`config.mk`:
```
export PLATFORM = sky130hd
export DESIGN_NAME = sccb_register_master
export DESIGN_NICKNAME = d
export VERILOG_FILES = /design/src/rtl/sccb_pkg.sv /design/src/rtl/sccb_register_master.sv
export VERILOG_INCLUDE_DIRS = /design/src /design/src/rtl
export SDC_FILE = /design/constraint.sdc
export NUM_CORES = 1
export LEC_CHECK = 0
export ABC_AREA = 1
export BUFFER_PORTS_ARGS = -buffer_cell sky130_fd_sc_hd__buf_2
export CORE_ASPECT_RATIO = 0.7
export CORE_UTILIZATION = 60
export DETAILED_ROUTE_END_ITERATION = 12
export PLACE_DENSITY = 0.81
export SYNTH_ARGS = -nofsm -noshare
export SYNTH_HDL_FRONTEND = slang
export SYNTH_SLANG_ARGS = --single-unit
```
`constraint.sdc`:
```
create_clock -name clock -period 3.85 [get_ports clock]
set_input_delay 0.77 -clock clock [delete_from_list [all_inputs] [get_ports clock]]
set_output_delay 0.77 -clock clock [all_outputs]
set_load 0.05 [all_outputs]
```
`src/rtl/assert_macros.svh`:
```
// ----------------------------------------------------------------------------
// assert_macros.svh
// Concurrent assertion helpers for the RTL files.
// ----------------------------------------------------------------------------
`ifndef ASSERT_MACROS_SVH
`define ASSERT_MACROS_SVH

// Implication checked on every rising clock edge, masked while reset is high.
`define ASSERT_IMPL(label, clk, rst, cond, prop, msg) \
   label: assert property (@(posedge clk) disable iff (rst) (cond) |-> (prop)) \
      else $error(msg);

// Next-cycle implication, masked while reset is high.
`define ASSERT_NEXT(label, clk, rst, cond, prop, msg) \
   label: assert property (@(posedge clk) disable iff (rst) (cond) |=> (prop)) \
      else $error(msg);

`endif

```
`src/rtl/sccb_pkg.sv`:
```
// ----------------------------------------------------------------------------
// sccb_pkg
// Phase codes, byte slots and bus constants of the SCCB register master.
// ----------------------------------------------------------------------------
package sccb_pkg;

   // Bus sequencer phases, one-hot.
   typedef enum logic [19:0] {
      PH_IDLE = 20'h00001,
      PH_SA   = 20'h00002,
      PH_SB   = 20'h00004,
      PH_WLO  = 20'h00008,
      PH_WHI  = 20'h00010,
      PH_ALO  = 20'h00020,
      PH_AHI  = 20'h00040,
      PH_G1   = 20'h00080,
      PH_G2   = 20'h00100,
      PH_PA   = 20'h00200,
      PH_PB   = 20'h00400,
      PH_PC   = 20'h00800,
      PH_G3   = 20'h01000,
      PH_G4   = 20'h02000,
      PH_RLO  = 20'h04000,
      PH_RHI  = 20'h08000,
      PH_NA   = 20'h10000,
      PH_NB   = 20'h20000,
      PH_NC   = 20'h40000,
      PH_ND   = 20'h80000
   } phase_type;

   // Byte slot within a transaction.
   typedef logic [1:0] byte_idx_type;
   localparam byte_idx_type BYTE_DEV   = 2'd0;
   localparam byte_idx_type BYTE_REG   = 2'd1;
   localparam byte_idx_type BYTE_RDEV  = 2'd2;
   localparam byte_idx_type BYTE_RDATA = 2'd3;

   // Operation codes.
   localparam logic OP_WRITE = 1'b0;
   localparam logic OP_READ  = 1'b1;

   // Register indexes of the configuration port.
   localparam logic CSR_DEVICE_ADDRESS    = 1'b0;
   localparam logic CSR_HALF_PERIOD_TICKS = 1'b1;

   localparam logic [7:0]  DEVICE_ADDRESS_RESET = 8'h42;
   localparam logic [15:0] HALF_PERIOD_RESET    = 16'd50;
   localparam logic [7:0]  READ_FLAG            = 8'h01;
   localparam logic [3:0]  BITS_PER_BYTE        = 4'd8;

endpackage

```
`src/rtl/sccb_register_master.sv`:
```
// Registered: an accepted tick item's result item is offered in the next cycle.
// Throughput: one tick item per clock cycle; the result register frees as it is
//   taken, so req_tready only drops while a result waits with rsp_tready low.
// Reset (synchronous, active high): sequencer idle, SCL and SDA high, counters
//   and flags cleared, device_address 0x42, half_period_ticks 50.
// ----------------------------------------------------------------------------
// sccb_register_master
// SCCB two-wire camera bus master: one tick item in, one pin/status item
// out. A half-period tick counter paces a one-hot phase sequencer that sends
// register writes and register reads.
// ----------------------------------------------------------------------------
module sccb_register_master (
   input  logic        clock,
   input  logic        reset,
   // tick items
   input  logic        req_tvalid,
   output logic        req_tready,
   // [0] start_request, [8:1] reg_addr, [16:9] write_data, [17] sda_in, rest 0
   input  logic [23:0] req_tdata,
   // [0] operation
   input  logic [0:0]  req_tuser,
   // result items
   output logic        rsp_tvalid,
   input  logic        rsp_tready,
   // [0] scl_level, [1] sda_level, [2] sda_release, [3] busy_res,
   // [4] done_res, [5] nack_seen, [13:6] read_data, rest 0
   output logic [15:0] rsp_tdata,
   // configuration writes
   input  logic        csr_valid,
   output logic        csr_ready,
   input  logic        csr_index,
   input  logic [15:0] csr_data
);
   import sccb_pkg::*;
`include "assert_macros.svh"

   // Configuration registers
   logic [7:0]  dev_addr_ff;
   logic [15:0] half_ff;

   // Sequencer state
   phase_type    phase_ff,  phase_in;
   logic [3:0]   bit_ff,    bit_in;
   logic [7:0]   shift_ff,  shift_in;
   logic [15:0]  tick_ff,   tick_in;
   logic         hop_ff,    hop_in;
   logic [7:0]   hreg_ff,   hreg_in;
   logic [7:0]   hdata_ff,  hdata_in;
   logic         nack_ff,   nack_in;
   logic         scl_ff,    scl_in;
   logic         sda_ff,    sda_in_nx;
   byte_idx_type bidx_ff,   bidx_in;
   logic         rel_ff,    rel_in;

   // Result register
   logic        out_valid_ff, out_valid_in;
   logic [15:0] out_data_ff,  out_data_in;

   // Unpacked input fields
   logic       f_start, f_op, f_sda;
   logic [7:0] f_reg, f_data;

   logic        accept;
   logic        done;
   logic [15:0] tick_inc;
   logic [15:0] limit;
   logic        step;

   assign f_start = req_tdata[0];
   assign f_reg   = req_tdata[8:1];
   assign f_data  = req_tdata[16:9];
   assign f_sda   = req_tdata[17];
   assign f_op    = req_tuser[0];

   // Take a new tick whenever the result register is empty or being drained.
   assign req_tready = !out_valid_ff || rsp_tready;
   assign accept     = req_tvalid && req_tready;
   assign csr_ready  = 1'b1;

   // A zero half period still takes one tick per step; the step also ends at once
   // when the period shrinks below the running count, and on a counter wrap.
   assign tick_inc = tick_ff + 16'd1;
   assign limit    = (half_ff == 16'd0) ? 16'd1 : half_ff;
   assign step     = (tick_inc >= limit) || (tick_inc == 16'd0);

   always_comb begin
      phase_in  = phase_ff;
      bit_in    = bit_ff;
      shift_in  = shift_ff;
      tick_in   = tick_ff;
      hop_in    = hop_ff;
      hreg_in   = hreg_ff;
      hdata_in  = hdata_ff;
      nack_in   = nack_ff;
      scl_in    = scl_ff;
      sda_in_nx = sda_ff;
      bidx_in   = bidx_ff;
      rel_in    = rel_ff;
      done      = 1'b0;

      if (phase_ff == PH_IDLE) begin
         // Latch the request; the first delay step starts on the next tick.
         if (f_start) begin
            hop_in    = f_op;
            hreg_in   = f_reg;
            hdata_in  = f_data;
            nack_in   = 1'b0;
            shift_in  = 8'd0;
            bit_in    = 4'd0;
            bidx_in   = BYTE_DEV;
            tick_in   = 16'd0;
            rel_in    = 1'b0;
            scl_in    = 1'b1;
            sda_in_nx = 1'b1;
            phase_in  = PH_SA;
         end
      end else begin
         tick_in = tick_inc;
         if (step) begin
            tick_in = 16'd0;
            case (phase_ff)
               PH_SA: begin
                  sda_in_nx = 1'b0;
                  phase_in  = PH_SB;
               end
               PH_SB: begin
                  // Load the address byte; a restart uses the read form.
                  scl_in    = 1'b0;
                  shift_in  = (bidx_ff == BYTE_RDEV) ? (dev_addr_ff | READ_FLAG)
                                                     : dev_addr_ff;
                  bit_in    = 4'd0;
                  rel_in    = 1'b0;
                  sda_in_nx = shift_in[7];
                  phase_in  = PH_WLO;
               end
               PH_WLO: begin
                  scl_in   = 1'b1;
                  phase_in = PH_WHI;
               end
               PH_WHI: begin
                  scl_in   = 1'b0;
                  shift_in = {shift_ff[6:0], 1'b0};
                  bit_in   = bit_ff + 4'd1;
                  if (bit_in < BITS_PER_BYTE) begin
                     sda_in_nx = shift_in[7];
                     phase_in  = PH_WLO;
                  end else begin
                     rel_in   = 1'b1;
                     phase_in = PH_ALO;
                  end
               end
               PH_ALO: begin
                  scl_in   = 1'b1;
                  phase_in = PH_AHI;
               end
               PH_AHI: begin
                  // Sample the acknowledge; only writes record a NACK.
                  if (hop_ff == OP_WRITE && f_sda) begin
                     nack_in = 1'b1;
                  end
                  scl_in = 1'b0;
                  rel_in = 1'b0;
                  if (hop_ff == OP_WRITE && bidx_ff == BYTE_RDEV) begin
                     sda_in_nx = 1'b0;
                     phase_in  = PH_PA;
                  end else begin
                     phase_in = PH_G1;
                  end
               end
               PH_G1: begin
                  phase_in = PH_G2;
               end
               PH_G2: begin
                  if (hop_ff == OP_WRITE) begin
                     bidx_in   = bidx_ff + 2'd1;
                     shift_in  = (bidx_in == BYTE_REG) ? hreg_ff : hdata_ff;
                     bit_in    = 4'd0;
                     rel_in    = 1'b0;
                     sda_in_nx = shift_in[7];
                     phase_in  = PH_WLO;
                  end else if (bidx_ff == BYTE_DEV) begin
                     bidx_in   = BYTE_REG;
                     shift_in  = hreg_ff;
                     bit_in    = 4'd0;
                     rel_in    = 1'b0;
                     sda_in_nx = hreg_ff[7];
                     phase_in  = PH_WLO;
                  end else if (bidx_ff == BYTE_REG) begin
                     rel_in    = 1'b0;
                     sda_in_nx = 1'b0;
                     phase_in  = PH_PA;
                  end else begin
                     bidx_in  = BYTE_RDATA;
                     shift_in = 8'd0;
                     bit_in   = 4'd0;
                     rel_in   = 1'b1;
                     phase_in = PH_RLO;
                  end
               end
               PH_PA: begin
                  scl_in   = 1'b1;
                  phase_in = PH_PB;
               end
               PH_PB: begin
                  sda_in_nx = 1'b1;
                  phase_in  = PH_PC;
               end
               PH_PC: begin
                  // The stop after the register byte of a read leads to a restart.
                  if (hop_ff == OP_READ && bidx_ff == BYTE_REG) begin
                     phase_in = PH_G3;
                  end else begin
                     phase_in = PH_IDLE;
                     done     = 1'b1;
                  end
               end
               PH_G3: begin
                  phase_in = PH_G4;
               end
               PH_G4: begin
                  sda_in_nx = 1'b1;
                  scl_in    = 1'b1;
                  bidx_in   = BYTE_RDEV;
                  phase_in  = PH_SA;
               end
               PH_RLO: begin
                  scl_in   = 1'b1;
                  shift_in = {shift_ff[6:0], f_sda};
                  phase_in = PH_RHI;
               end
               PH_RHI: begin
                  scl_in = 1'b0;
                  bit_in = bit_ff + 4'd1;
                  if (bit_in < BITS_PER_BYTE) begin
                     phase_in = PH_RLO;
                  end else begin
                     rel_in   = 1'b0;
                     phase_in = PH_NA;
                  end
               end
               PH_NA: begin
                  sda_in_nx = 1'b1;
                  scl_in    = 1'b1;
                  phase_in  = PH_NB;
               end
               PH_NB: begin
                  scl_in   = 1'b0;
                  phase_in = PH_NC;
               end
               PH_NC: begin
                  sda_in_nx = 1'b0;
                  phase_in  = PH_ND;
               end
               PH_ND: begin
                  rel_in    = 1'b0;
                  sda_in_nx = 1'b0;
                  phase_in  = PH_PA;
               end
               default: begin
                  phase_in = PH_IDLE;
               end
            endcase
         end
      end
   end

   // Pack the result item from the post-tick state.
   always_comb begin
      out_data_in        = 16'd0;
      out_data_in[0]     = scl_in;
      out_data_in[1]     = sda_in_nx;
      out_data_in[2]     = rel_in;
      out_data_in[3]     = (phase_in != PH_IDLE);
      out_data_in[4]     = done;
      out_data_in[5]     = done && nack_in;
      out_data_in[13:6]  = (done && hop_ff == OP_READ) ? shift_in : 8'd0;
   end

   // Hold the result until taken; load a fresh one with every accepted tick.
   always_comb begin
      out_valid_in = out_valid_ff;
      if (rsp_tready) begin
         out_valid_in = 1'b0;
      end
      if (accept) begin
         out_valid_in = 1'b1;
      end
   end

   always_ff @(posedge clock) begin
      if (reset) begin
         dev_addr_ff  <= DEVICE_ADDRESS_RESET;
         half_ff      <= HALF_PERIOD_RESET;
         phase_ff     <= PH_IDLE;
         bit_ff       <= 4'd0;
         shift_ff     <= 8'd0;
         tick_ff      <= 16'd0;
         hop_ff       <= 1'b0;
         hreg_ff      <= 8'd0;
         hdata_ff     <= 8'd0;
         nack_ff      <= 1'b0;
         scl_ff       <= 1'b1;
         sda_ff       <= 1'b1;
         bidx_ff      <= BYTE_DEV;
         rel_ff       <= 1'b0;
         out_valid_ff <= 1'b0;
      end else begin
         if (csr_valid && csr_ready) begin
            case (csr_index)
               CSR_DEVICE_ADDRESS:    dev_addr_ff <= csr_data[7:0];
               CSR_HALF_PERIOD_TICKS: half_ff     <= csr_data;
               default:               half_ff     <= half_ff;
            endcase
         end
         // Advance the sequencer only on accepted ticks.
         if (accept) begin
            phase_ff <= phase_in;
            bit_ff   <= bit_in;
            shift_ff <= shift_in;
            tick_ff  <= tick_in;
            hop_ff   <= hop_in;
            hreg_ff  <= hreg_in;
            hdata_ff <= hdata_in;
            nack_ff  <= nack_in;
            scl_ff   <= scl_in;
            sda_ff   <= sda_in_nx;
            bidx_ff  <= bidx_in;
            rel_ff   <= rel_in;
         end
         out_valid_ff <= out_valid_in;
      end
   end

   always_ff @(posedge clock) begin
      if (accept) begin
         out_data_ff <= out_data_in;
      end
   end

   assign rsp_tvalid = out_valid_ff;
   assign rsp_tdata  = out_data_ff;

   // SDA is released only around the acknowledge slot and the read bits.
   `ASSERT_IMPL(a_release_phase, clock, reset, rel_ff,
      (phase_ff == PH_ALO || phase_ff == PH_AHI || phase_ff == PH_RLO ||
       phase_ff == PH_RHI), "SDA released outside acknowledge or read bits")

   // An accepted start while idle enters the start condition.
   `ASSERT_NEXT(a_start_enters, clock, reset,
      accept && phase_ff == PH_IDLE && f_start, phase_ff == PH_SA,
      "start request did not begin a transaction")

   // The bit counter never runs past one byte.
   `ASSERT_IMPL(a_bit_range, clock, reset, phase_ff != PH_IDLE,
      bit_ff <= BITS_PER_BYTE, "bit counter out of range")

   // A finishing result reports the block as no longer busy.
   `ASSERT_IMPL(a_done_not_busy, clock, reset, rsp_tvalid && rsp_tdata[4],
      !rsp_tdata[3], "done reported while still busy")

endmodule
```
==> summary.txt <==
Routing
  – Antenna Violating Nets Remaining: 0
  – 1st-pass router iterations: 5
  – Routed wire length: 17.2 mm
  – DRT iter0 DRCs: 655
  – Vias/cell: 5.56
  – Post-route DRC: 0
  – Wire per inst: 14.2 um
  – DR vias: 6746

Timing
  – Final setup viols: 0
  – Max-slew headroom: 52.8%
  – Slew Limit Fails: 0
  – Worst Tran Pin Value: 0.707 ns
  – Final hold viol count: 0
  – Crit share post-route: 90.7%
  – Minimum clock period: 3.49 ns
  – Hold WS: 0.484 ns
  – Layout Skew: 0.00794 ns
  – FMAX: 0.286 GHz

Pwr
  – Worst vdd rail ir drop: 0.282 mV
  – Static Leak: 3.50 nW
  – PwrDens: 358 mW/mm^2

Setup path
  – Crit path kind: reg -> reg
  – WP data arrival: 3.60 ns
  – Crit start category: flop
  – Crit. End Element: flop
  – Worst Path Required: 3.96 ns
  – CP max FO: 37

Clock tree
  – # Post-CTS Setup Buffers: 0
  – Root Buffer: clkbuf_16
  – Sink Count: 110
  – H-tree depth: 3
  – Total CTS buffers: 9
  – Clock latency on the worst-skew pair: 0.36 ns
  – CTS tree: done
  – Clock buffer depth: 2
  – Clock transition at the registers of the reported paths: 0.08 ns
  – # hold bufs at CTS: 0

Floorplanning
  – Die area: 0.0118 sq mm
  – FP Rows: 32
  – Die Wd: 129 um
  – Initial Util: 61.7%
  – Die H: 91.0 um
  – I/O pin total: 66
  – Core ar.: 0.0110 sq mm

Place
  – Area after DPL: 0.00713 sq mm
  – Buffers on Ports: 56
  – GPL Wtd Cong: 0.952
  – Hpwl dp: 12.8 mm

Finish
  – Fraction of layout cells with a size suffix above 1: 12.3%
  – Layout area overhead: 9.68%
  – Diodes inserted: 0
  – Design Area, Final: 0.00745 sq mm
  – NumNets Final: 1125

Run status
  – Status: complete, no violations

Logic synthesis
  – Syn_area_per_cell: 6.70 sq um
  – Synthesized area: 0.00680 sq mm
  – Register bit count reported by yosys: 110
  – Ys flop type: dfxtp_1
  – YS warnings: 0
  – Synth cell types: 50
  – Leading area contributor after synthesis: dfxtp_1
  – Cell count after synthesis: 1015
  – Top-count cell post-synth: nand2_1
  – Asr flop ratio synth: 0%
  – Post-synth top cells: 222 x nand2_1, 133 x inv_1, 122 x nor2_1
  – Synth top area share: 28.3%
  – Post-synth EDFFs: 14
  – Post-synthesis sequential area ratio: 34.5%
  – Synth area leaders: dfxtp_1 28%, nand2_1 12%, inv_1 7.3%

GRT
  – Gr ovfl total: 0
  – Number of global-route vias before repair: 5947
  – Initial antenna violation count: 0
  – First-pass GRT wire length: 28.9 mm
  – Pin count of the biggest net entering global routing: 44
  – GRT Overall Usage: 30.8%

Job
  – Max-cap violations: 0

Hold path
  – HP Class: reg -> reg
-- through the flow --
step            TNS, ns  power (W)  setup WS [ns]  instances  utilization [%]
2_1_floorplan         0    0.00160          0.775       1016                -
3_3_place_gp          0    0.00170          0.349       1198             64.8
3_5_place_dp          0    0.00171          0.225       1198             64.8
4_1_cts               0    0.00267          0.188       1214             67.6
5_1_grt        -0.00463    0.00278       -0.00463       1214             67.7
6_report              0    0.00267          0.359       1214             67.7
-- layout by cell type, fill, tap and decap left out, types with 3 or more instances in the layout --
master | synthesis | final
nand2_1 | 222 | 222
buf_4 | 6 | 5
o22ai_1 | 3 | 3
dfxtp_1 | 96 | 95
clkbuf_16 | 0 | 9
nor2_2 | 13 | 12
clkinv_1 | 3 | 4
nand4_1 | 17 | 17
nand2_2 | 5 | 5
nor4_1 | 7 | 7
inv_2 | 10 | 10
inv_1 | 133 | 132
o21ai_0 | 76 | 76
o211ai_1 | 14 | 14
a21oi_1 | 69 | 69
conb_1 | 2 | 3
nand3_1 | 79 | 79
o21ai_1 | 11 | 11
nand2_4 | 4 | 4
nor2_1 | 122 | 122
nor2_4 | 2 | 3
nor2_8 | 3 | 3
nor3_1 | 10 | 10
edfxtp_1 | 14 | 14
a21oi_2 | 8 | 8
and3_1 | 4 | 4
o221ai_1 | 11 | 11
buf_2 | 2 | 56
ha_1 | 22 | 22
-- final timing paths --
kind                                 start  cells past startpoint  slack (ns)                  endpoint
setup / recovery   tick_ff[0]$_SDFFE_PP0P_                     21        0.36    rsp_tdata[3]$_DFFE_PP_
setup reg to reg   tick_ff[0]$_SDFFE_PP0P_                     21        0.36    rsp_tdata[3]$_DFFE_PP_
hold / removal    hdata_ff[7]$_SDFFE_PP0P_                      2        0.48  hdata_ff[7]$_SDFFE_PP0P_
hold reg to reg   hdata_ff[7]$_SDFFE_PP0P_                      2        0.48  hdata_ff[7]$_SDFFE_PP0P_
-- cells by family (layout without fill, tap and decap cells) --
kind of cell / after synthesis / after routing / synth area share [%]
AOI/OAI and AO/OA: 201 / 201 / 16.8
xor gates and xnor gates: 4 / 4 / 0.626
adders and majority gates: 22 / 22 / 4.05
buffers and inverters: 180 / 225 / 10.8
DFF: 110 / 110 / 34.5
other: 2 / 3 / 0.110
and+or+nand+nor: 496 / 496 / 33.1
-- critical path, cell delays in order (launching register included) --
cell and delay, ns:
dfxtp_2 0.39, ha_1 0.22, nand3_2 0.15, nor2_2 0.17, nand3_1 0.09, nand2_1 0.08, nand2_2 0.09, ha_1 0.32
nand2_1 0.07, inv_1 0.05, a31oi_1 0.12, o21ai_0 0.13, nor2_1 0.12, nand2_1 0.11, nor2_4 0.22, nand2_8 0.21
nand3_1 0.14, nand2_1 0.06, nor2_1 0.12, nand3_1 0.17, nor2_1 0.13, nand3_1 0.07
-- layout make-up --
type                            count  area, sq um
Multi-Input combinational cell    726         3730
Fill cell                         979         3560
Sequential cell                   110         2340
Inverter                          148          559
Timing Repair Buffer               61          318
Clock buffer                        9          225
Tap cell                          153          191
Clock inverter                      7         88.8
-- what timing repair did --
action,4_1_cts,5_1_grt
hold endpoints to repair,0,0
endpoints found under the setup margin,0,21
gates resized for setup,0,2
-- metal layers --
metal	global-route usage (%)	wire length, um
met1	44.6	8360
met2	44.4	7040
met3	8.13	1510
met4	8.73	312
met5	0	0
-- sequential cells by signal (all words and copies together), names as in the netlist, 2 cells and up --
name	flops
tick_ff	16
phase_ff	20
hreg_ff	8
shift_ff	8
half_ff	16
bit_ff	4
dev_addr_ff	8
bidx_ff	2
hdata_ff	8
rsp_tdata	14
-- where the power goes --
group	total, W	internal, W	switching, W
clock	0.000977	0.000477	0.000500
combinational	0.000434	0.000128	0.000306
sequential	0.00126	0.00122	0.0000397
total	0.00267	0.00182	0.000846
Note: power is estimated with default switching activity, not from simulation.
